$ cat config.mk
export PLATFORM = sky130hd
export DESIGN_NAME = sobg_position
export DESIGN_NICKNAME = d
export VERILOG_FILES = /design/src/hdl/sobg_pkg.sv /design/src/hdl/sobg_position.sv
export SDC_FILE = /design/constraint.sdc
export NUM_CORES = 1
export LEC_CHECK = 0
export BUFFER_PORTS_ARGS = -buffer_cell sky130_fd_sc_hd__buf_2
export CAP_MARGIN = 0
export CORE_ASPECT_RATIO = 1.5
export CORE_MARGIN = 10
export CORE_UTILIZATION = 50
export CTS_BUF_LIST = sky130_fd_sc_hd__clkbuf_8
export CTS_CLUSTER_DIAMETER = 200
export DETAILED_ROUTE_END_ITERATION = 10
export PLACE_DENSITY = 0.75
export SLEW_MARGIN = 20
export SYNTH_ARGS = -nofsm -noshare
export SYNTH_HDL_FRONTEND = slang
export SYNTH_SLANG_ARGS = --single-unit
export TNS_END_PERCENT = 10
$ cat constraint.sdc
create_clock -name clk -period 7.45 [get_ports clk]
set_clock_uncertainty 0.2 [all_clocks]
set_input_delay 1.8625 -clock clk [delete_from_list [all_inputs] [get_ports clk]]
set_output_delay 1.8625 -clock clk [all_outputs]
set_load 0.03 [all_outputs]
$ cat src/hdl/sobg_pkg.sv
// ----------------------------------------------------------------------------
// sobg_pkg
// Shared constants, types and helpers of the streaming 3x3 gradient block.
// ----------------------------------------------------------------------------
package sobg_pkg;

  // frame limits
  localparam int MAX_WIDTH  = 1024;
  localparam int MAX_HEIGHT = 4096;

  // register field widths
  localparam int WID_W      = 11;
  localparam int HGT_W      = 13;
  localparam int CFG_IDX_W  = 2;
  localparam int CFG_DATA_W = 13;

  // payload widths
  localparam int PIX_W  = 8;
  localparam int GRAD_W = 11;
  localparam int SUM_W  = PIX_W + 2;
  localparam int LS_W   = 2 * PIX_W;

  // position counters and clamped sizes
  localparam int COL_W = $clog2(MAX_WIDTH);
  localparam int EW_W  = $clog2(MAX_WIDTH + 1);
  localparam int EH_W  = $clog2(MAX_HEIGHT + 1);
  localparam int ROW_W = $clog2(MAX_HEIGHT + 2);

  // reset values of the size registers
  localparam int RESET_WIDTH  = 640;
  localparam int RESET_HEIGHT = 480;

  // register indexes
  localparam logic [CFG_IDX_W-1:0] REG_FRAME_WIDTH   = 2'd0;
  localparam logic [CFG_IDX_W-1:0] REG_FRAME_HEIGHT  = 2'd1;
  localparam logic [CFG_IDX_W-1:0] REG_OPERATOR_MODE = 2'd2;

  // item kinds and operator modes
  localparam logic KIND_PIXEL   = 1'b0;
  localparam logic KIND_DRAIN   = 1'b1;
  localparam logic MODE_SOBEL   = 1'b0;
  localparam logic MODE_CENTRAL = 1'b1;

  // 3x3 window, index [row][column], row 0 oldest, column 0 leftmost
  typedef logic [2:0][2:0][PIX_W-1:0] sobg_win_t;

  // per-item info carried from the position stage to the window stage
  typedef struct packed {
    logic [COL_W-1:0] col;
    logic [PIX_W-1:0] pix;
    logic             drain;
    logic             emit;
    logic             top_ok;
    logic             bot_ok;
    logic             left_ok;
    logic             right_ok;
    logic             frame_end;
  } sobg_tag_t;

  // control from the register side
  typedef struct packed {
    logic restart;
    logic mode;
  } sobg_ctl_t;

  function automatic logic [EW_W-1:0] clamp_width(input logic [WID_W-1:0] v);
    int unsigned t;
    t = 32'(v);
    if (t < 32'd2) t = 32'd2;
    else if (t > 32'(MAX_WIDTH)) t = 32'(MAX_WIDTH);
    return EW_W'(t);
  endfunction

  function automatic logic [EH_W-1:0] clamp_height(input logic [HGT_W-1:0] v);
    int unsigned t;
    t = 32'(v);
    if (t < 32'd2) t = 32'd2;
    else if (t > 32'(MAX_HEIGHT)) t = 32'(MAX_HEIGHT);
    return EH_W'(t);
  endfunction

endpackage

$ cat src/hdl/sobg_position.sv
// ----------------------------------------------------------------------------
// sobg_position
// Size and mode registers, raster position and per-item border flags.
// ----------------------------------------------------------------------------
module sobg_position (
  input  logic                             clk,
  input  logic                             rst,
  input  logic                             cfg_write,
  input  logic [sobg_pkg::CFG_IDX_W-1:0]   cfg_index,
  input  logic [sobg_pkg::CFG_DATA_W-1:0]  cfg_data,
  input  logic                             accept,
  input  logic                             kind,
  input  logic [sobg_pkg::PIX_W-1:0]       pixel,
  output logic                             issue,
  output sobg_pkg::sobg_tag_t              tag,
  output sobg_pkg::sobg_ctl_t              ctl
);
  import sobg_pkg::*;

  logic [EW_W-1:0]  width;
  logic [EH_W-1:0]  height;
  logic             mode;
  logic [COL_W-1:0] col;
  logic [ROW_W-1:0] row;

  logic [ROW_W-1:0] h_row;
  logic             past_end;
  logic             drain;
  logic             first_col;
  logic             last_col;
  logic             restart;

  assign h_row     = ROW_W'(height);
  assign past_end  = row >= h_row;
  assign drain     = (kind == KIND_DRAIN) || past_end;
  assign first_col = col == '0;
  assign last_col  = (EW_W'(col) + EW_W'(1)) >= width;
  // a drain before the frame is complete does nothing
  assign issue     = accept && !((kind == KIND_DRAIN) && !past_end);
  assign restart   = cfg_write &&
                     ((cfg_index == REG_FRAME_WIDTH) || (cfg_index == REG_FRAME_HEIGHT));

  always_comb begin
    tag.col       = col;
    tag.pix       = drain ? '0 : pixel;
    tag.drain     = drain;
    tag.emit      = (row >= ROW_W'(2)) || ((row == ROW_W'(1)) && !first_col);
    // column 0 closes the previous row: output row is two back
    tag.top_ok    = first_col ? (row >= ROW_W'(3)) : (row >= ROW_W'(2));
    tag.bot_ok    = first_col ? (row <= h_row) : (row < h_row);
    tag.left_ok   = first_col || (col >= COL_W'(2));
    tag.right_ok  = !first_col;
    tag.frame_end = row == (h_row + ROW_W'(1));
    ctl.restart   = restart;
    ctl.mode      = mode;
  end

  always_ff @(posedge clk) begin
    if (rst) begin
      width  <= clamp_width(WID_W'(RESET_WIDTH));
      height <= clamp_height(HGT_W'(RESET_HEIGHT));
      mode   <= MODE_SOBEL;
      col    <= '0;
      row    <= '0;
    end else begin
      if (cfg_write) begin
        unique case (cfg_index)
          REG_FRAME_WIDTH:   width  <= clamp_width(cfg_data[WID_W-1:0]);
          REG_FRAME_HEIGHT:  height <= clamp_height(cfg_data[HGT_W-1:0]);
          REG_OPERATOR_MODE: mode   <= cfg_data[0];
          default: ;
        endcase
      end
      if (restart) begin
        col <= '0;
        row <= '0;
      end else if (issue) begin
        if (tag.frame_end) begin
          col <= '0;
          row <= '0;
        end else if (last_col) begin
          col <= '0;
          row <= row + ROW_W'(1);
        end else begin
          col <= col + COL_W'(1);
        end
      end
    end
  end
endmodule

==> summary.txt <==
CLOCKING
----------------------------------------------------------------------------------------
Sinks on the clock net                                                                48
Insertion delay of the later-clocked pin in the worst-skew pair                  0.31 ns
Clock buffers created by TritonCTS                                                     5
Number of instances resized during post-cts repair                                     0
CTS HTree Levels                                                                       2
Count of hold-fix buffers inserted at cts                                              0
CTS tree                                                                           built
Clock transition at the registers of the reported paths                          0.09 ns
Setup fix buffers added after clock tree synthesis                                     0
Clock tree root driver cell                                                 sky130_fd_sc_hd__clkbuf_8
Max Root-Sink Buffers                                                                  2

HOLD PATH
----------------------------------------------------------------------------------------
Worst Hold Class                                                            register to register

DRT
----------------------------------------------------------------------------------------
Average via count per standard cell                                                 6.01
Number of nets with antenna violations after detailed routing                          0
Post-DR wirelength/cell                                                          17.1 um
Total via count after detailed routing                                              3330
# DRC                                                                                  0
Violation count after the first detailed-route iteration                             284
First-pass detailed-route iteration total                                              4
Total wire length                                                                9450 um

TIMING
----------------------------------------------------------------------------------------
Maximum clock rate                                                               204 MHz
Worst hold slack after final layout                                             0.275 ns
Crit path time final                                                             4.91 ns
Max Transition Viols Final                                                             0
Portion of the clock cycle consumed by the worst path in the final layout          65.9%
Summed negative setup slack over all endpoints                                      0 ns
Slew @ Worst Pin                                                                0.747 ns
Unrepaired setup endpoints after global routing                                       no
Setup slack after layout                                                         2.54 ns
Tightest slew margin relative to the limit                                         50.1%
Number of hold violations in the final report                                          0
Setup violations, final                                                                0

PLACE
----------------------------------------------------------------------------------------
Placement-stage worst setup slack                                                2.61 ns
PortBufs                                                                              55
DPL Wire Length                                                                  7290 um
Final weighted congestion of routability-driven global placement                   0.831

GLOBAL ROUTE
----------------------------------------------------------------------------------------
Wire length of the first global-routing pass                                    15800 um
Maximum number of pins on one net before global-route repair                          28
Vias in the first global route                                                      3369
Total congestion overflow                                                              0
Number of antenna violations at the first check in global routing                      0
Global router's overall resource usage                                             18.1%

LOGIC SYNTHESIS
----------------------------------------------------------------------------------------
Net Count, Synth                                                                     496
Most frequently used flop master after synthesis                            sky130_fd_sc_hd__dfxtp_1
Gate count after technology mapping                                                  437
Number of warnings printed during yosys synthesis                                      0
Mapped Avg Cell Area                                                            8.00 um2
Async S/R FF share, synth                                                             0%
Seq cells post-synth                                                                  48
Number of synthesized flops with an enable pin                                         0
Synthesized area                                                             0.00350 mm2
Sequential-to-total area share from yosys stat                                     27.5%
Unique masters post-synth                                                             61

RUN STATUS
----------------------------------------------------------------------------------------
Status                                                                         completed

LAYOUT
----------------------------------------------------------------------------------------
Layout filler cell count                                                             661
Share of final-layout standard cells stronger than drive strength 1                16.8%
Most common library cell in the layout ignoring fill and taps               sky130_fd_sc_hd__buf_2
Highest-count cells in the layout ignoring fill and taps                    sky130_fd_sc_hd__buf_2 (55), sky130_fd_sc_hd__dfxtp_1 (48), sky130_fd_sc_hd__nor2_1 (38)
Fraction of the core area covered by cells at the end of the flow                  56.3%
Net total in the final layout                                                        534
Diodes inserted                                                                        0
Layout area overhead                                                               10.3%

DIE
----------------------------------------------------------------------------------------
Die area                                                                      0.0108 mm2
CORE AREA                                                                    0.00685 mm2
Die Width                                                                        88.3 um
Die height                                                                        122 um
IO Pins                                                                               56
Std-Cell Rows                                                                         37
Starting utilization of the core area                                              51.0%

WORST SETUP PATH
----------------------------------------------------------------------------------------
Data required time at the worst endpoint                                         5.39 ns
Ordered cell list for the critical path                                     inv_1 > ha_1 > a21o_1 > a21o_1 > a221oi_1 > nand3_1 > nand2_1 > inv_1 > buf_2
Kind of capture point of the worst setup path                               primary output
Largest fanout on the critical path                                                   13
Largest stage delay on the critical path                                         0.51 ns
Kind of start point of the critical path                                        register
Worst Path Class, Setup                                                     register to primary output
Slowest CP cell                                                             sky130_fd_sc_hd__a221oi_1
CP Data Arrival Time                                                             2.84 ns

POWER AND IR DROP
----------------------------------------------------------------------------------------
Clock share of power                                                               37.9%
Overall power of the completed layout                                             539 uW
Sw Ratio                                                                           26.7%
Switching Power                                                                   144 uW
VDD IR max                                                                      0.104 mV
Int Power                                                                         395 uW
Static leakage                                                                   1.73 nW
Share of total power in combinational logic                                        12.5%
Total power density per cell area                                             140 mW/mm2
Sequential Power Share                                                             49.6%

RUN
----------------------------------------------------------------------------------------
Max-cap check violation count                                                          0

path summary, 6_finish.rpt:
check / from / endpoint / slack (ns) / cells after the start
max: h_row[10] / issue / 2.54 / 9
min: width[9] / width[9] / 0.27 / 1
max reg2reg: col[0] / col[5] / 3.26 / 14
min reg2reg: width[9] / width[9] / 0.27 / 1
synthesized netlist by cell type (4+ instances only):
cell / instances / area, um2
sky130_fd_sc_hd__and3_1: 8 / 50.1
sky130_fd_sc_hd__ha_1: 31 / 388
sky130_fd_sc_hd__and2_1: 11 / 68.8
sky130_fd_sc_hd__nand4_1: 11 / 68.8
sky130_fd_sc_hd__nor4_1: 6 / 37.5
sky130_fd_sc_hd__nand2b_1: 4 / 25.0
sky130_fd_sc_hd__inv_1: 35 / 131
sky130_fd_sc_hd__o31ai_1: 4 / 30.0
sky130_fd_sc_hd__a22oi_1: 12 / 90.1
sky130_fd_sc_hd__nand2_1: 35 / 131
sky130_fd_sc_hd__o211ai_1: 6 / 45.0
sky130_fd_sc_hd__xnor2_1: 8 / 70.1
sky130_fd_sc_hd__nor3_1: 11 / 55.1
sky130_fd_sc_hd__xor2_1: 14 / 123
sky130_fd_sc_hd__nor3b_1: 5 / 37.5
sky130_fd_sc_hd__nor2b_1: 4 / 25.0
sky130_fd_sc_hd__nor2_1: 39 / 146
sky130_fd_sc_hd__clkbuf_1: 18 / 67.6
sky130_fd_sc_hd__o21ai_0: 11 / 55.1
sky130_fd_sc_hd__dfxtp_1: 48 / 961
sky130_fd_sc_hd__a21oi_1: 17 / 85.1
sky130_fd_sc_hd__a221o_1: 5 / 50.1
sky130_fd_sc_hd__nand3_1: 24 / 120
sky130_fd_sc_hd__a21o_1: 5 / 37.5
sky130_fd_sc_hd__nand3b_1: 4 / 30.0
sky130_fd_sc_hd__mux2i_1: 5 / 50.1
power groups by stage:
stage / clock, mW / combinational (mW) / sequential (mW)
after floorplan: 0 / 0.0459 / 0.271
after global placement: 0 / 0.0652 / 0.273
after detailed placement: 0 / 0.0670 / 0.273
after CTS: 0.206 / 0.0675 / 0.267
after global routing: 0.217 / 0.0742 / 0.268
final: 0.204 / 0.0674 / 0.267
critical path: cells and delay by family, from the launching register on:
kind                     cells  cell delay (ns)
AND/OR/NAND/NOR              2             0.33
adder cells (fa/ha/maj)      1             0.31
flip-flops                   1             0.48
AO/OA/AOI/OAI                3             0.87
buffers and inverters        3             0.54
registers in the layout, indices dropped and copies added (netlist names):
signal  cells
width      11
h_row      13
col        10
row        13
mode        1
layer usage:
layer	part of all wire [%]	track usage [%]	up-vias
met5	0	0	-
met1	38	19.0	1545
li1	-	-	1645
met3	4.9	2.98	38
met4	5.2	11.7	0
met2	52	32.3	102
through the flow:
stage	instances	area, um2
6_report	554	3860
5_1_grt	554	3860
4_1_cts	554	3850
3_5_place_dp	546	3730
3_3_place_gp	546	3730
2_1_floorplan	437	3500
cell families after synthesis:
| kind of cell | share of synthesized area, % |
|---|---|
| mux | 1.43 |
| xor+xnor | 5.51 |
| flops | 27.5 |
| simple gates | 27.8 |
| compound gates | 18.8 |
| buf+inv | 7.87 |
| fa+ha+maj | 11.1 |
layout make-up:
class | instances | area, um2 | area share, %
multi-input cells | 329 | 2260 | 58.7
flip-flops and latches | 48 | 961 | 24.9
clock inverters | 2 | 38.8 | 1.01
clock buffers | 6 | 82.6 | 2.14
inverters | 35 | 131 | 3.41
well taps | 78 | 97.6 | 2.53
repair buffers | 56 | 283 | 7.33
Power figures use the tool's default switching activity.
