--- src/hdl/sobg_pkg.sv ---
// ----------------------------------------------------------------------------
// sobg_pkg
// Shared constants, types and helpers of the streaming 3x3 gradient block.
// ----------------------------------------------------------------------------
package sobg_pkg;

  // frame limits
  localparam int MAX_WIDTH  = 1024;
  localparam int MAX_HEIGHT = 4096;

  // register field widths
  localparam int WID_W      = 11;
  localparam int HGT_W      = 13;
  localparam int CFG_IDX_W  = 2;
  localparam int CFG_DATA_W = 13;

  // payload widths
  localparam int PIX_W  = 8;
  localparam int GRAD_W = 11;
  localparam int SUM_W  = PIX_W + 2;
  localparam int LS_W   = 2 * PIX_W;

  // position counters and clamped sizes
  localparam int COL_W = $clog2(MAX_WIDTH);
  localparam int EW_W  = $clog2(MAX_WIDTH + 1);
  localparam int EH_W  = $clog2(MAX_HEIGHT + 1);
  localparam int ROW_W = $clog2(MAX_HEIGHT + 2);

  // reset values of the size registers
  localparam int RESET_WIDTH  = 640;
  localparam int RESET_HEIGHT = 480;

  // register indexes
  localparam logic [CFG_IDX_W-1:0] REG_FRAME_WIDTH   = 2'd0;
  localparam logic [CFG_IDX_W-1:0] REG_FRAME_HEIGHT  = 2'd1;
  localparam logic [CFG_IDX_W-1:0] REG_OPERATOR_MODE = 2'd2;

  // item kinds and operator modes
  localparam logic KIND_PIXEL   = 1'b0;
  localparam logic KIND_DRAIN   = 1'b1;
  localparam logic MODE_SOBEL   = 1'b0;
  localparam logic MODE_CENTRAL = 1'b1;

  // 3x3 window, index [row][column], row 0 oldest, column 0 leftmost
  typedef logic [2:0][2:0][PIX_W-1:0] sobg_win_t;

  // per-item info carried from the position stage to the window stage
  typedef struct packed {
    logic [COL_W-1:0] col;
    logic [PIX_W-1:0] pix;
    logic             drain;
    logic             emit;
    logic             top_ok;
    logic             bot_ok;
    logic             left_ok;
    logic             right_ok;
    logic             frame_end;
  } sobg_tag_t;

  // control from the register side
  typedef struct packed {
    logic restart;
    logic mode;
  } sobg_ctl_t;

  function automatic logic [EW_W-1:0] clamp_width(input logic [WID_W-1:0] v);
    int unsigned t;
    t = 32'(v);
    if (t < 32'd2) t = 32'd2;
    else if (t > 32'(MAX_WIDTH)) t = 32'(MAX_WIDTH);
    return EW_W'(t);
  endfunction

  function automatic logic [EH_W-1:0] clamp_height(input logic [HGT_W-1:0] v);
    int unsigned t;
    t = 32'(v);
    if (t < 32'd2) t = 32'd2;
    else if (t > 32'(MAX_HEIGHT)) t = 32'(MAX_HEIGHT);
    return EH_W'(t);
  endfunction

endpackage

--- src/hdl/sobg_grad_if.sv ---
// ----------------------------------------------------------------------------
// sobg_grad_if
// Gradient result channel: valid, ready, both gradients and frame end flag.
// ----------------------------------------------------------------------------
interface sobg_grad_if;
  import sobg_pkg::*;

  logic                     valid;
  logic                     ready;
  logic signed [GRAD_W-1:0] grad_x;
  logic signed [GRAD_W-1:0] grad_y;
  logic                     frame_end;

  modport source(output valid, grad_x, grad_y, frame_end, input ready);
  modport sink(input valid, grad_x, grad_y, frame_end, output ready);
endinterface

--- src/hdl/sobg_gradient.sv ---
// ----------------------------------------------------------------------------
// sobg_gradient
// Line store write-back, window shift, border rule, gradients, output word.
// ----------------------------------------------------------------------------
module sobg_gradient (
  input  logic                         clk,
  input  logic                         rst,
  input  logic                         load,
  input  sobg_pkg::sobg_tag_t          tag_in,
  input  sobg_pkg::sobg_ctl_t          ctl,
  input  logic [sobg_pkg::LS_W-1:0]    rd_data,
  output logic                         s1_ready,
  output logic                         wr_en,
  output logic [sobg_pkg::COL_W-1:0]   wr_addr,
  output logic [sobg_pkg::LS_W-1:0]    wr_data,
  sobg_grad_if.source                  gradients
);
  import sobg_pkg::*;

  logic      s1_valid;
  sobg_tag_t s1_tag;
  sobg_win_t win;
  sobg_win_t win_next;

  logic             out_free;
  logic             s1_adv;
  logic [PIX_W-1:0] up1;
  logic [PIX_W-1:0] up2;

  logic signed [GRAD_W-1:0] gx;
  logic signed [GRAD_W-1:0] gy;

  assign out_free = !gradients.valid || gradients.ready;
  assign s1_adv   = s1_valid && (!s1_tag.emit || out_free);
  assign s1_ready = !s1_valid || s1_adv;

  assign up2 = rd_data[LS_W-1:PIX_W];
  assign up1 = rd_data[PIX_W-1:0];

  assign wr_en   = s1_adv && !s1_tag.drain;
  assign wr_addr = s1_tag.col;
  assign wr_data = {up1, s1_tag.pix};

  always_comb begin
    for (int r = 0; r < 3; r++) begin
      win_next[r][0] = win[r][1];
      win_next[r][1] = win[r][2];
    end
    win_next[0][2] = up2;
    win_next[1][2] = up1;
    win_next[2][2] = s1_tag.pix;
  end

  always_comb begin
    sobg_win_t        p;
    logic [SUM_W-1:0] s_right;
    logic [SUM_W-1:0] s_left;
    logic [SUM_W-1:0] s_bot;
    logic [SUM_W-1:0] s_top;
    logic [PIX_W-1:0] c_right;
    logic [PIX_W-1:0] c_left;
    logic [PIX_W-1:0] c_bot;
    logic [PIX_W-1:0] c_top;
    p = win_next;
    // replicated border: rows first, then columns
    for (int c = 0; c < 3; c++) begin
      if (!s1_tag.top_ok) p[0][c] = p[1][c];
      if (!s1_tag.bot_ok) p[2][c] = p[1][c];
    end
    for (int r = 0; r < 3; r++) begin
      if (!s1_tag.left_ok)  p[r][0] = p[r][1];
      if (!s1_tag.right_ok) p[r][2] = p[r][1];
    end
    s_right = SUM_W'(p[0][2]) + (SUM_W'(p[1][2]) << 1) + SUM_W'(p[2][2]);
    s_left  = SUM_W'(p[0][0]) + (SUM_W'(p[1][0]) << 1) + SUM_W'(p[2][0]);
    s_bot   = SUM_W'(p[2][0]) + (SUM_W'(p[2][1]) << 1) + SUM_W'(p[2][2]);
    s_top   = SUM_W'(p[0][0]) + (SUM_W'(p[0][1]) << 1) + SUM_W'(p[0][2]);
    // zero border for the central difference
    c_right = s1_tag.right_ok ? win_next[1][2] : '0;
    c_left  = s1_tag.left_ok  ? win_next[1][0] : '0;
    c_bot   = s1_tag.bot_ok   ? win_next[2][1] : '0;
    c_top   = s1_tag.top_ok   ? win_next[0][1] : '0;
    if (ctl.mode == MODE_SOBEL) begin
      gx = $signed(GRAD_W'(s_right)) - $signed(GRAD_W'(s_left));
      gy = $signed(GRAD_W'(s_bot)) - $signed(GRAD_W'(s_top));
    end else begin
      gx = $signed(GRAD_W'(c_right)) - $signed(GRAD_W'(c_left));
      gy = $signed(GRAD_W'(c_bot)) - $signed(GRAD_W'(c_top));
    end
  end

  always_ff @(posedge clk) begin
    if (rst) begin
      s1_valid        <= 1'b0;
      gradients.valid <= 1'b0;
      win             <= '0;
    end else begin
      if (s1_ready) begin
        s1_valid <= load;
      end
      if (s1_adv && s1_tag.emit) begin
        gradients.valid <= 1'b1;
      end else if (gradients.ready) begin
        gradients.valid <= 1'b0;
      end
      if (ctl.restart) begin
        win <= '0;
      end else if (s1_adv) begin
        win <= s1_tag.frame_end ? '0 : win_next;
      end
    end
  end

  always_ff @(posedge clk) begin
    if (s1_ready && load) begin
      s1_tag <= tag_in;
    end
    if (s1_adv && s1_tag.emit) begin
      gradients.grad_x    <= gx;
      gradients.grad_y    <= gy;
      gradients.frame_end <= s1_tag.frame_end;
    end
  end

  // a stalled item keeps its info
  a_s1_hold: assert property (@(posedge clk) disable iff (rst)
    s1_valid && !s1_adv |=> s1_valid && $stable(s1_tag))
    else $error("window stage item changed while stalled");

  // write-back only for a live pixel item
  a_wr_live: assert property (@(posedge clk) disable iff (rst)
    wr_en |-> s1_valid && !s1_tag.drain)
    else $error("line store written without a pixel item");

  // the last result of a frame always comes from a tail item
  a_end_tail: assert property (@(posedge clk) disable iff (rst)
    s1_adv && s1_tag.frame_end |-> s1_tag.emit && s1_tag.drain && !s1_tag.right_ok)
    else $error("frame end on a non-tail item");

  // a finished result shows up in the output word
  a_emit_out: assert property (@(posedge clk) disable iff (rst)
    s1_adv && s1_tag.emit |=> gradients.valid)
    else $error("result lost between window stage and output");
endmodule

--- src/flat_wrapper.sv ---
// flat-port wrapper written by rule: the top's interface ports become plain ports
module sobg_gradient_flat import sobg_pkg::*;
  (clk, rst, load, tag_in, ctl, rd_data, s1_ready, wr_en, wr_addr, wr_data, gradients_valid, gradients_grad_x, gradients_grad_y, gradients_frame_end, gradients_ready);
  sobg_grad_if gradients_i ();
  input  logic clk;
  input  logic rst;
  input  logic load;
  input  sobg_pkg::sobg_tag_t tag_in;
  input  sobg_pkg::sobg_ctl_t ctl;
  input  logic [sobg_pkg::LS_W-1:0] rd_data;
  output logic s1_ready;
  output logic wr_en;
  output logic [sobg_pkg::COL_W-1:0] wr_addr;
  output logic [sobg_pkg::LS_W-1:0] wr_data;
  output wire logic [$bits(gradients_i.valid)-1:0] gradients_valid;
  output wire logic [$bits(gradients_i.grad_x)-1:0] gradients_grad_x;
  output wire logic [$bits(gradients_i.grad_y)-1:0] gradients_grad_y;
  output wire logic [$bits(gradients_i.frame_end)-1:0] gradients_frame_end;
  input wire logic [$bits(gradients_i.ready)-1:0] gradients_ready;
  assign gradients_valid = gradients_i.valid;
  assign gradients_grad_x = gradients_i.grad_x;
  assign gradients_grad_y = gradients_i.grad_y;
  assign gradients_frame_end = gradients_i.frame_end;
  assign gradients_i.ready = gradients_ready;
  sobg_gradient u_core (.clk(clk), .rst(rst), .load(load), .tag_in(tag_in), .ctl(ctl), .rd_data(rd_data), .s1_ready(s1_ready), .wr_en(wr_en), .wr_addr(wr_addr), .wr_data(wr_data), .gradients(gradients_i));
endmodule
--- config.mk ---
export PLATFORM = sky130hd
export DESIGN_NAME = sobg_gradient_flat
export DESIGN_NICKNAME = d
export VERILOG_FILES = /design/src/hdl/sobg_pkg.sv /design/src/hdl/sobg_grad_if.sv /design/src/hdl/sobg_gradient.sv /design/src/flat_wrapper.sv
export SDC_FILE = /design/constraint.sdc
export NUM_CORES = 1
export LEC_CHECK = 0
export BUFFER_PORTS_ARGS = -buffer_cell sky130_fd_sc_hd__buf_2
export CORE_ASPECT_RATIO = 0.9
export CORE_MARGIN = 2
export CORE_UTILIZATION = 40
export CTS_CLUSTER_SIZE = 12
export DETAILED_ROUTE_END_ITERATION = 7
export GPL_TIMING_DRIVEN = 0
export PLACE_DENSITY = 0.69
export RECOVER_POWER = 25
export SYNTH_ARGS = -nofsm -noshare
export SYNTH_HDL_FRONTEND = slang
export SYNTH_SLANG_ARGS = --single-unit
--- constraint.sdc ---
create_clock -name clk -period 7.65 [get_ports clk]
set_input_delay 1.53 -clock clk [delete_from_list [all_inputs] [get_ports clk]]
set_output_delay 1.53 -clock clk [all_outputs]
set_load 0.02 [all_outputs]
==> flow_summary.json, run 1 <==
{
  "status": "finished, final reports clean",
  "ir_drop_mv": 0.132,
  "cts_tree": "built",
  "cts_buffer_depth": 2,
  "syn-instance-count": 902,
  "arrival_ns": 5.68,
  "relSlewSlack": 0.157,
  "setup_violations": 0,
  "synth_nets": 1051,
  "antenna_found_initial": 1,
  "holdWs_ns": 0.455,
  "stdcell_area_sq_mm": 0.00913,
  "fin_skew_ns": 0.00809,
  "finalWirelength_microns": 21300,
  "crit_type": "input pin to flip-flop",
  "final-max-slew-violation-count": 0,
  "synth-edff-count": 48,
  "critPathCaptureType": "flip-flop",
  "wl_per_cell_microns": 16.7,
  "diodes": 0,
  "post-route-util": 0.461,
  "cts_inserted_buffers": 9,
  "syn_area_per_cell_sq_um": 8.88,
  "switching_share": 0.382,
  "p_leak_uw": 0.00392,
  "vias": 6533,
  "period_share": 0.729,
  "synth-seq-cells": 98,
  "cts_resized": 0,
  "dieWidth_microns": 153,
  "drt-pass1-iter-count": 7,
  "gp_congestion": 0.942,
  "crit_path_start_kind": "input pin",
  "grt_pass1_wl_microns": 33600,
  "netlist_top_cells_area": "edfxtp_1, fa_1, dfxtp_1, ha_1, inv_1",
  "tightestPinTransition_ns": 1.26,
  "multi_input_area_sq_mm": 0.00473,
  "power.switching_uw": 764,
  "std_cell_rows": 49,
  "power_density_mw_per_mm2": 219,
  "drt_iter0_drc": 456,
  "syn2layout_area_growth_pct": 14.0,
  "ys_warn_count": 0,
  "hpwl_microns": 17500,
  "drive_gt1_frac": 0.160,
  "placed_cell_area_sq_mm": 0.00883,
  "netlist.area_leader.share": 0.180,
  "power.share.combinational": 0.450,
  "clkSinkCount": 98,
  "port_buffers": 97,
  "clk_pin_slew_ns": 0.07,
  "syn_area_sq_mm": 0.00801,
  "initial_core_util": 0.405,
  "die_h_microns": 138,
  "viasPerCell": 5.14,
  "layout.area.seq_sq_mm": 0.00244,
  "dieArea_sq_mm": 0.0212,
  "power_frac_seq": 0.302,
  "hp-class": "flip-flop to flip-flop",
  "synthTopCellsByCount": "inv_1, nand2_1, a21oi_1",
  "crit_fanout": 4,
  "overflow": 0,
  "yosysMostFrequentCell": "inv_1",
  "num-nets-final": 1160,
  "async_flop_share": 0,
  "hold_viol": 0,
  "synth_top_cell_by_area": "edfxtp_1",
  "grt_max_degree": 25,
  "tns_ns": 0,
  "synthFlopType": "dfxtp_1",
  "clkPwrFrac": 0.248,
  "total_power_uw": 2000,
  "rsz0062_at_grt": "false",
  "core_area_sq_mm": 0.0198,
  "post_cts_buffers": 0,
  "p_int_uw": 1240,
  "maxCapViolCount": 0,
  "synth_cell_types": 50,
  "fin_crit_ns": 5.58,
  "nFillCells": 1991,
  "grt_usage": 0.201,
  "pin_count": 99,
  "cts-hold-fix-buffers": 0,
  "fmax_mhz": 179,
  "clk_latency_ns": 0.36,
  "worstPathRequired_ns": 7.76,
  "drc": 0,
  "root_buffer": "clkbuf_16",
  "synth_seq_area_share": 0.305,
  "ant_nets": 0,
  "htree_levels": 3,
  "grt_pass1_vias": 6370
}
[cell usage in the layout (no fill, tap or decap), types with 4 or more instances in the layout]
cell type,n
inv_1,124
o21ai_0,58
fa_1,57
a31oi_1,6
a21oi_1,70
xnor2_1,10
nor2b_1,8
buf_2,100
edfxtp_1,48
nand2_1,110
and2_1,15
o21ba_2,4
clkbuf_1,35
clkbuf_16,9
a21o_1,7
or2_2,4
o31ai_1,4
ha_1,45
nand2b_1,5
nand3b_1,40
xor2_1,7
o211ai_1,8
o21bai_1,10
nor3_1,11
a211oi_1,8
or3_1,19
mux2i_1,37
buf_4,26
o21a_1,9
dfxtp_1,50
nor2_1,30
mux2_2,5
[registers in the layout (all words and copies together) (netlist names)]
name and count:
u_core.wr_addr 10, u_core.s1_tag 7, u_core.gradients.grad_y 11, u_core.s1_valid 1, u_core.gradients.grad_x 11, u_core.gradients.frame_end 1, u_core.win 48, u_core.gradients.valid 1
u_core.wr_data 8
[path summary, 6_finish.rpt]
path	slack, ns	cells after the start	to	from
setup / recovery	2.07	17	u_core.gradients.grad_y[7]	rd_data[2]
hold / removal	0.45	2	u_core.win[9]	u_core.win[9]
setup reg to reg	2.36	16	u_core.gradients.grad_y[7]	u_core.s1_tag[3]
hold reg to reg	0.45	2	u_core.win[9]	u_core.win[9]
[critical path, stage by stage]
cell and delay, ns:
buf_2 0.15, and2_1 0.20, a21oi_1 0.27, mux2i_1 0.13, inv_1 0.12, ha_1 0.26
xor2_1 0.19, fa_1 0.54, inv_1 0.06, fa_1 0.55, inv_1 0.08, fa_1 0.46
a21oi_1 0.33, o21a_1 0.22, o211ai_1 0.11, a31oi_1 0.13, or3b_1 0.35
[per-layer routing]
layer	vias to the layer above	track usage	wire, microns
met5	-	0	0
met3	24	0.0476	1770
met4	0	0.0409	225
li1	3205	-	-
met1	3046	0.294	10200
met2	258	0.304	9070
[layout make-up]
cell class / count / area share
multi-input cells: 612 / 0.518
flip-flops and latches: 98 / 0.267
repair buffers: 98 / 0.0529
inverters: 125 / 0.0514
plain buffers: 67 / 0.0401
well taps: 255 / 0.0349
clock buffers: 9 / 0.0247
clock inverters: 7 / 0.0103
[cells by family after synthesis]
group / synth area share
muxes: 0.0532
adders and majority gates: 0.214
xor gates and xnor gates: 0.0186
buffers and inverters: 0.104
and+or+nand+nor: 0.163
DFF: 0.305
AOI/OAI and AO/OA: 0.142
[power by group through the flow]
stage               clock network (uW)  registers [uW]  logic, uW
finish                             496             603        901
global route                       523             606       1020
CTS                                507             603        899
detailed placement                   0             615        893
global placement                     0             615        878
floorplan                            0             629        662
[stage by stage]
step	std cells	setup slack, ns
5_1_grt	1271	1.89
4_1_cts	1271	2.10
3_5_place_dp	1255	1.73
2_1_floorplan	902	2.33
3_3_place_gp	1254	1.72
6_report	1271	2.07
Note: power is estimated with default switching activity, not from simulation.
==> inputs of run 2 (changes only) <==
--- a/config.mk
+++ b/config.mk
@@ -12,7 +12,7 @@
 export CTS_CLUSTER_SIZE = 12
 export DETAILED_ROUTE_END_ITERATION = 7
 export GPL_TIMING_DRIVEN = 0
-export PLACE_DENSITY = 0.69
+export PLACE_DENSITY = 0.71
 export RECOVER_POWER = 25
 export SYNTH_ARGS = -nofsm -noshare
 export SYNTH_HDL_FRONTEND = slang
==> constraint.sdc (replaced) <==
create_clock -name clk -period 5.05 [get_ports clk]
set_input_delay 1.01 -clock clk [delete_from_list [all_inputs] [get_ports clk]]
set_output_delay 1.01 -clock clk [all_outputs]
set_load 0.02 [all_outputs]
==> run 2 against run 1 <==
Final cell count unchanged. Sequential cell count unchanged. Global-route usage down 0.089 points. Power up 52%. Critical path depth down 1. Clock power up 49%. Via count up 1.1%. Sequential power up 52%. Largest cell class unchanged.
==> flow_summary.json, run 2 (synthesis results as in run 1) <==
{
  "cts_tree": "built",
  "ant_nets": 0,
  "cts_buffer_depth": 2,
  "pin_count": 99,
  "period_share": 0.958,
  "final-max-slew-violation-count": 0,
  "syn2layout_area_growth_pct": 14.7,
  "met3_length_microns": 2130,
  "switching_share": 0.381,
  "hp-class": "flip-flop to flip-flop",
  "dieArea_sq_mm": 0.0212,
  "cts-hold-fix-buffers": 0,
  "wl_per_cell_microns": 16.5,
  "hpwl_microns": 17500,
  "gp_congestion": 0.917,
  "p_leak_uw": 0.00395,
  "power_density_mw_per_mm2": 331,
  "critPathCaptureType": "flip-flop",
  "wl_met2_microns": 8900,
  "port_buffers": 97,
  "overflow": 0,
  "layout_commonest_cell": "inv_1",
  "fmax_mhz": 207,
  "std_cell_rows": 49,
  "antenna_found_initial": 0,
  "drt_iter0_drc": 521,
  "fin_skew_ns": 0.0125,
  "grt_max_degree": 25,
  "crit_path_start_kind": "flip-flop",
  "total_power_uw": 3040,
  "htree_levels": 3,
  "crit_fanout": 10,
  "crit_type": "flip-flop to flip-flop",
  "cts_inserted_buffers": 9,
  "dieWidth_microns": 153,
  "grt_pass1_vias": 6266,
  "rsz0062_at_grt": "false",
  "top_layer_used": "met4",
  "clkPwrFrac": 0.243,
  "initial_core_util": 0.405,
  "diodes": 0,
  "tns_ns": 0,
  "tightestPinTransition_ns": 1.18,
  "wl_met1_microns": 9830,
  "vias": 6602,
  "maxCapViolCount": 0,
  "root_buffer": "clkbuf_16",
  "p_int_uw": 1890,
  "reg.largest.list": "u_core.win x48, u_core.gradients.grad_x x11, u_core.gradients.grad_y x11",
  "drc": 0,
  "arrival_ns": 4.94,
  "power.switching_uw": 1160,
  "num-nets-final": 1160,
  "top_register": "u_core.win",
  "clkSinkCount": 98,
  "relSlewSlack": 0.212,
  "drt-pass1-iter-count": 7,
  "drive_gt1_frac": 0.170,
  "clk_latency_ns": 0.36,
  "die_h_microns": 138,
  "ff2ff_setup_slack_ns": 0.21,
  "ir_drop_mv": 0.196,
  "hold_viol": 0,
  "clk_pin_slew_ns": 0.08,
  "grt_pass1_wl_microns": 33600,
  "viasPerCell": 5.19,
  "layout_common_cells": "inv_1, nand2_1, buf_2, a21oi_1, fa_1",
  "largest_register_ffs": 48,
  "grt_usage": 0.200,
  "setup_violations": 0,
  "core_area_sq_mm": 0.0198,
  "power_frac_seq": 0.300,
  "fin_crit_ns": 4.84,
  "worstPathRequired_ns": 5.16,
  "finalWirelength_microns": 21000,
  "power.share.combinational": 0.457,
  "status": "finished, final reports clean"
}
-- run 2: cell types whose count changed in the layout (fill, tap and decap cells not counted), moves of 2 or more --
cell / previous run / this run
buf_4: 26 / 29
buf_2: 100 / 92
o21ai_0: 58 / 49
buf_1: 3 / 1
buf_6: 1 / 3
a21oi_1: 70 / 66
o21ai_2: 0 / 2
o21ai_1: 2 / 9
clkbuf_2: 0 / 6
a21oi_2: 0 / 3
-- run 2: per-stage QoR --
step	hold WS [ns]	utilization	cells	setup slack (ns)	area, sq um
after global placement	0.440	0.445	1254	-0.347	8820
after detailed placement	0.445	0.446	1255	-0.336	8830
after CTS	0.453	0.463	1271	0.0557	9170
after floorplan	0.432	-	902	0.250	8010
after global routing	0.475	0.464	1271	0.0132	9190
final	0.458	0.464	1271	0.212	9190
-- run 2: final timing paths --
kind / from / end / cells past startpoint
worst max-delay path: u_core.s1_tag[4] / u_core.gradients.grad_y[7] / 16
worst min-delay path: u_core.win[11] / u_core.win[11] / 2
worst max register to register: u_core.s1_tag[4] / u_core.gradients.grad_y[7] / 16
worst min register to register: u_core.win[11] / u_core.win[11] / 2
-- run 2: what timing repair did --
item                                    4_1_cts  5_1_grt
buffers inserted                              0        0
endpoints found under the setup margin        4        8
resized for setup                             7       28
endpoints found under the hold margin         0        0
pin swaps                                     0        1
-- run 2: worst max-delay path, cell delays in order, from the launching register on --
cell and delay, ns:
edfxtp_1 0.50, buf_4 0.24, and2_1 0.22, o21bai_2 0.24, nor2_1 0.10, a21oi_1 0.10, fa_1 0.54, inv_1 0.06
fa_1 0.44, fa_1 0.47, ha_1 0.25, fa_1 0.45, a21oi_4 0.21, o21a_1 0.18, o211ai_1 0.11, a31oi_1 0.14
or3b_1 0.35
-- run 2: power by group through the flow --
stage	combinational, uW	sequential (uW)	clock, uW
after global placement	1320	931	0
after detailed placement	1350	932	0
final	1390	914	739
after CTS	1360	914	752
after global routing	1560	918	781
after floorplan	1000	953	0
-- run 2: layout make-up --
cell class | instances | area [sq um]
timing repair buffer | 98 | 480
inverter | 125 | 469
clock inverter | 7 | 95.1
sequential | 98 | 2440
clock buffer | 9 | 225
buffer | 67 | 393
multi-input combinational | 612 | 4770
fill | 1962 | 10600
tap | 255 | 319
-- run 2: per-layer routing --
| layer | GRT usage | vias to the layer above |
|---|---|---|
| met2 | 0.301 | 313 |
| met1 | 0.295 | 3067 |
| met3 | 0.0555 | 15 |
| met4 | 0.0263 | 0 |
| li1 | - | 3207 |
| met5 | 0 | - |
==> inputs of run 3 (changes only) <==
--- a/config.mk
+++ b/config.mk
@@ -6,13 +6,16 @@
 export NUM_CORES = 1
 export LEC_CHECK = 0
 export BUFFER_PORTS_ARGS = -buffer_cell sky130_fd_sc_hd__buf_2
+export CELL_PAD_IN_SITES_DETAIL_PLACEMENT = 1
+export CELL_PAD_IN_SITES_GLOBAL_PLACEMENT = 2
 export CORE_ASPECT_RATIO = 0.9
 export CORE_MARGIN = 2
-export CORE_UTILIZATION = 40
+export CORE_UTILIZATION = 34
+export CTS_BUF_LIST = sky130_fd_sc_hd__clkbuf_4 sky130_fd_sc_hd__clkbuf_8
 export CTS_CLUSTER_SIZE = 12
 export DETAILED_ROUTE_END_ITERATION = 7
 export GPL_TIMING_DRIVEN = 0
-export PLACE_DENSITY = 0.71
+export PLACE_DENSITY = 0.89
 export RECOVER_POWER = 25
 export SYNTH_ARGS = -nofsm -noshare
 export SYNTH_HDL_FRONTEND = slang
==> run 3 against run 2 <==
The flow now finishes with violations (capacitance limit, slew limit). Utilization fell by 7.2 points. Wire length rose by 19%. Die area rose by 17%. Cell area fell by 0.63%. Sequential cell count did not move. Worst hold slack improved by 0.0081 ns. Largest cell class unchanged. Highest routed layer is now met5.
==> flow_summary.json, run 3 (synthesis results as in run 1) <==
{
  "status": "complete, but fails checks",
  "violations": "capacitance limit, slew limit",
  "power.switching_uw": 1190,
  "hpwl_microns": 20800,
  "crit_fanout": 10,
  "crit_type": "flip-flop to flip-flop",
  "p_leak_uw": 0.00391,
  "worst_slack_ns": 0.178,
  "crit_path_start_kind": "flip-flop",
  "clkPwrFrac": 0.192,
  "syn2layout_area_growth_pct": 14.0,
  "holdWs_ns": 0.466,
  "maxCapViolCount": 1,
  "stdcell_area_sq_mm": 0.00914,
  "largest_register_ffs": 48,
  "clk_pin_slew_ns": 0.12,
  "std_cell_rows": 53,
  "top_register": "u_core.win",
  "grt_pass1_vias": 6860,
  "drt-pass1-iter-count": 6,
  "num-nets-final": 1160,
  "core_area_sq_mm": 0.0233,
  "power.share.combinational": 0.490,
  "clkSinkCount": 98,
  "switching_share": 0.415,
  "fin_crit_ns": 4.87,
  "tightestPinTransition_ns": 2.68,
  "period_share": 0.965,
  "finalWirelength_microns": 25000,
  "drive_gt1_frac": 0.176,
  "p_int_uw": 1680,
  "fin_skew_ns": 0.0166,
  "antenna_found_initial": 1,
  "layout_common_cells": "inv_1, nand2_1, buf_2, a21oi_1, fa_1",
  "pin_count": 99,
  "ff2ff_setup_slack_ns": 0.18,
  "root_buffer": "clkbuf_8",
  "cts_buffer_depth": 2,
  "hold_viol": 0,
  "port_buffers": 97,
  "overflow": 0,
  "dieWidth_microns": 166,
  "hp-start": "u_core.win[15]",
  "wl_per_cell_microns": 19.0,
  "ff2ff_path_depth": 17,
  "ir_drop_mv": 0.151,
  "rsz0062_at_grt": "false",
  "post-route-util": 0.392,
  "critPathCaptureType": "flip-flop",
  "ant_nets": 0,
  "power_frac_seq": 0.318,
  "relSlewSlack": -0.798,
  "final-max-slew-violation-count": 26,
  "drc": 0,
  "whs_endpoint": "u_core.win[15]",
  "setup_violations": 0,
  "vias": 6681,
  "layout_commonest_cell": "inv_1",
  "preCtsSetupSlack_ns": -0.325,
  "htree_levels": 3,
  "initial_core_util": 0.344,
  "r2r-end": "u_core.gradients.grad_y[7]",
  "crit-reg2reg-launch": "u_core.s1_tag[1]",
  "die_h_microns": 150,
  "grt_max_degree": 26,
  "fmax_mhz": 205,
  "worstPathRequired_ns": 5.21,
  "placed_cell_area_sq_mm": 0.00889,
  "diodes": 0,
  "final_cells": 1318,
  "cts_tree": "built",
  "power_density_mw_per_mm2": 315,
  "drt_iter0_drc": 405,
  "whs_path_depth": 2,
  "clk_latency_ns": 0.40,
  "dp_cells": 1301,
  "reg.largest.list": "u_core.win x48, u_core.gradients.grad_x x11, u_core.gradients.grad_y x11",
  "hp-class": "flip-flop to flip-flop",
  "gp_congestion": 0.939,
  "grt_usage": 0.200,
  "arrival_ns": 5.03,
  "dieArea_sq_mm": 0.0248,
  "grt_pass1_wl_microns": 38300,
  "viasPerCell": 5.07,
  "cts_inserted_buffers": 9
}
-- run 3: routing by layer --
| metal | global-route usage | up-vias | wire, microns |
|---|---|---|---|
| met5 | 0 | - | 15 |
| met4 | 0.0665 | 2 | 773 |
| met3 | 0.0309 | 39 | 1330 |
| met2 | 0.323 | 184 | 11400 |
| met1 | 0.275 | 3246 | 11500 |
| li1 | - | 3210 | - |
-- run 3: timing repair --
| item | 4_1_cts | 5_1_grt |
|---|---|---|
| cloned | 0 | 0 |
| buffers inserted | 0 | 1 |
| resized for setup | 10 | 20 |
| pin swaps | 0 | 0 |
| setup endpoints to repair | 5 | 7 |
| hold buffers | 0 | 0 |
-- run 3: critical path, cell delays in order (launching register included) --
cell and delay, ns:
edfxtp_1 0.35, buf_2 0.27, clkbuf_2 0.30, mux2i_1 0.31, mux2i_1 0.12, inv_1 0.11
ha_1 0.26, xor2_1 0.19, fa_1 0.54, inv_1 0.06, fa_1 0.52, inv_1 0.06
fa_1 0.48, a21oi_2 0.25, o21a_1 0.19, o211ai_1 0.12, a31oi_1 0.14, or3b_1 0.35
-- run 3: worst max-delay path by stage --
stage                                       endpoint  slack [ns]              from
after CTS                 u_core.gradients.grad_x[7]       0.006  u_core.s1_tag[3]
after global placement    u_core.gradients.grad_y[7]       -0.37        rd_data[2]
final                     u_core.gradients.grad_y[7]        0.18  u_core.s1_tag[1]
after floorplan           u_core.gradients.grad_y[7]        0.25        rd_data[2]
after global routing      u_core.gradients.grad_y[7]     0.00001  u_core.s1_tag[4]
after detailed placement  u_core.gradients.grad_y[7]       -0.32        rd_data[2]
-- run 3: metrics by stage --
step	setup TNS, ns	total power, uW
2_1_floorplan	0	1960
3_3_place_gp	-0.959	2300
3_5_place_dp	-0.985	2330
4_1_cts	0	2900
5_1_grt	0	3100
6_report	0	2880
-- run 3: area by class of cell --
type,instances,area [sq um]
Timing Repair Buffer,98,485
Tap cell,302,378
Clock inverter,7,81.3
Fill cell,2765,14100
Inverter,125,469
Clock buffer,9,124
Buffer,67,402
Multi-Input combinational cell,612,4750
Sequential cell,98,2440
-- run 3: power by group through the flow --
stage               combinational (uW)  clock, uW  sequential, uW
CTS                               1410        570             915
global route                      1590        597             919
global placement                  1370          0             932
floorplan                         1000          0             953
detailed placement                1400          0             933
finish                            1410        553             914
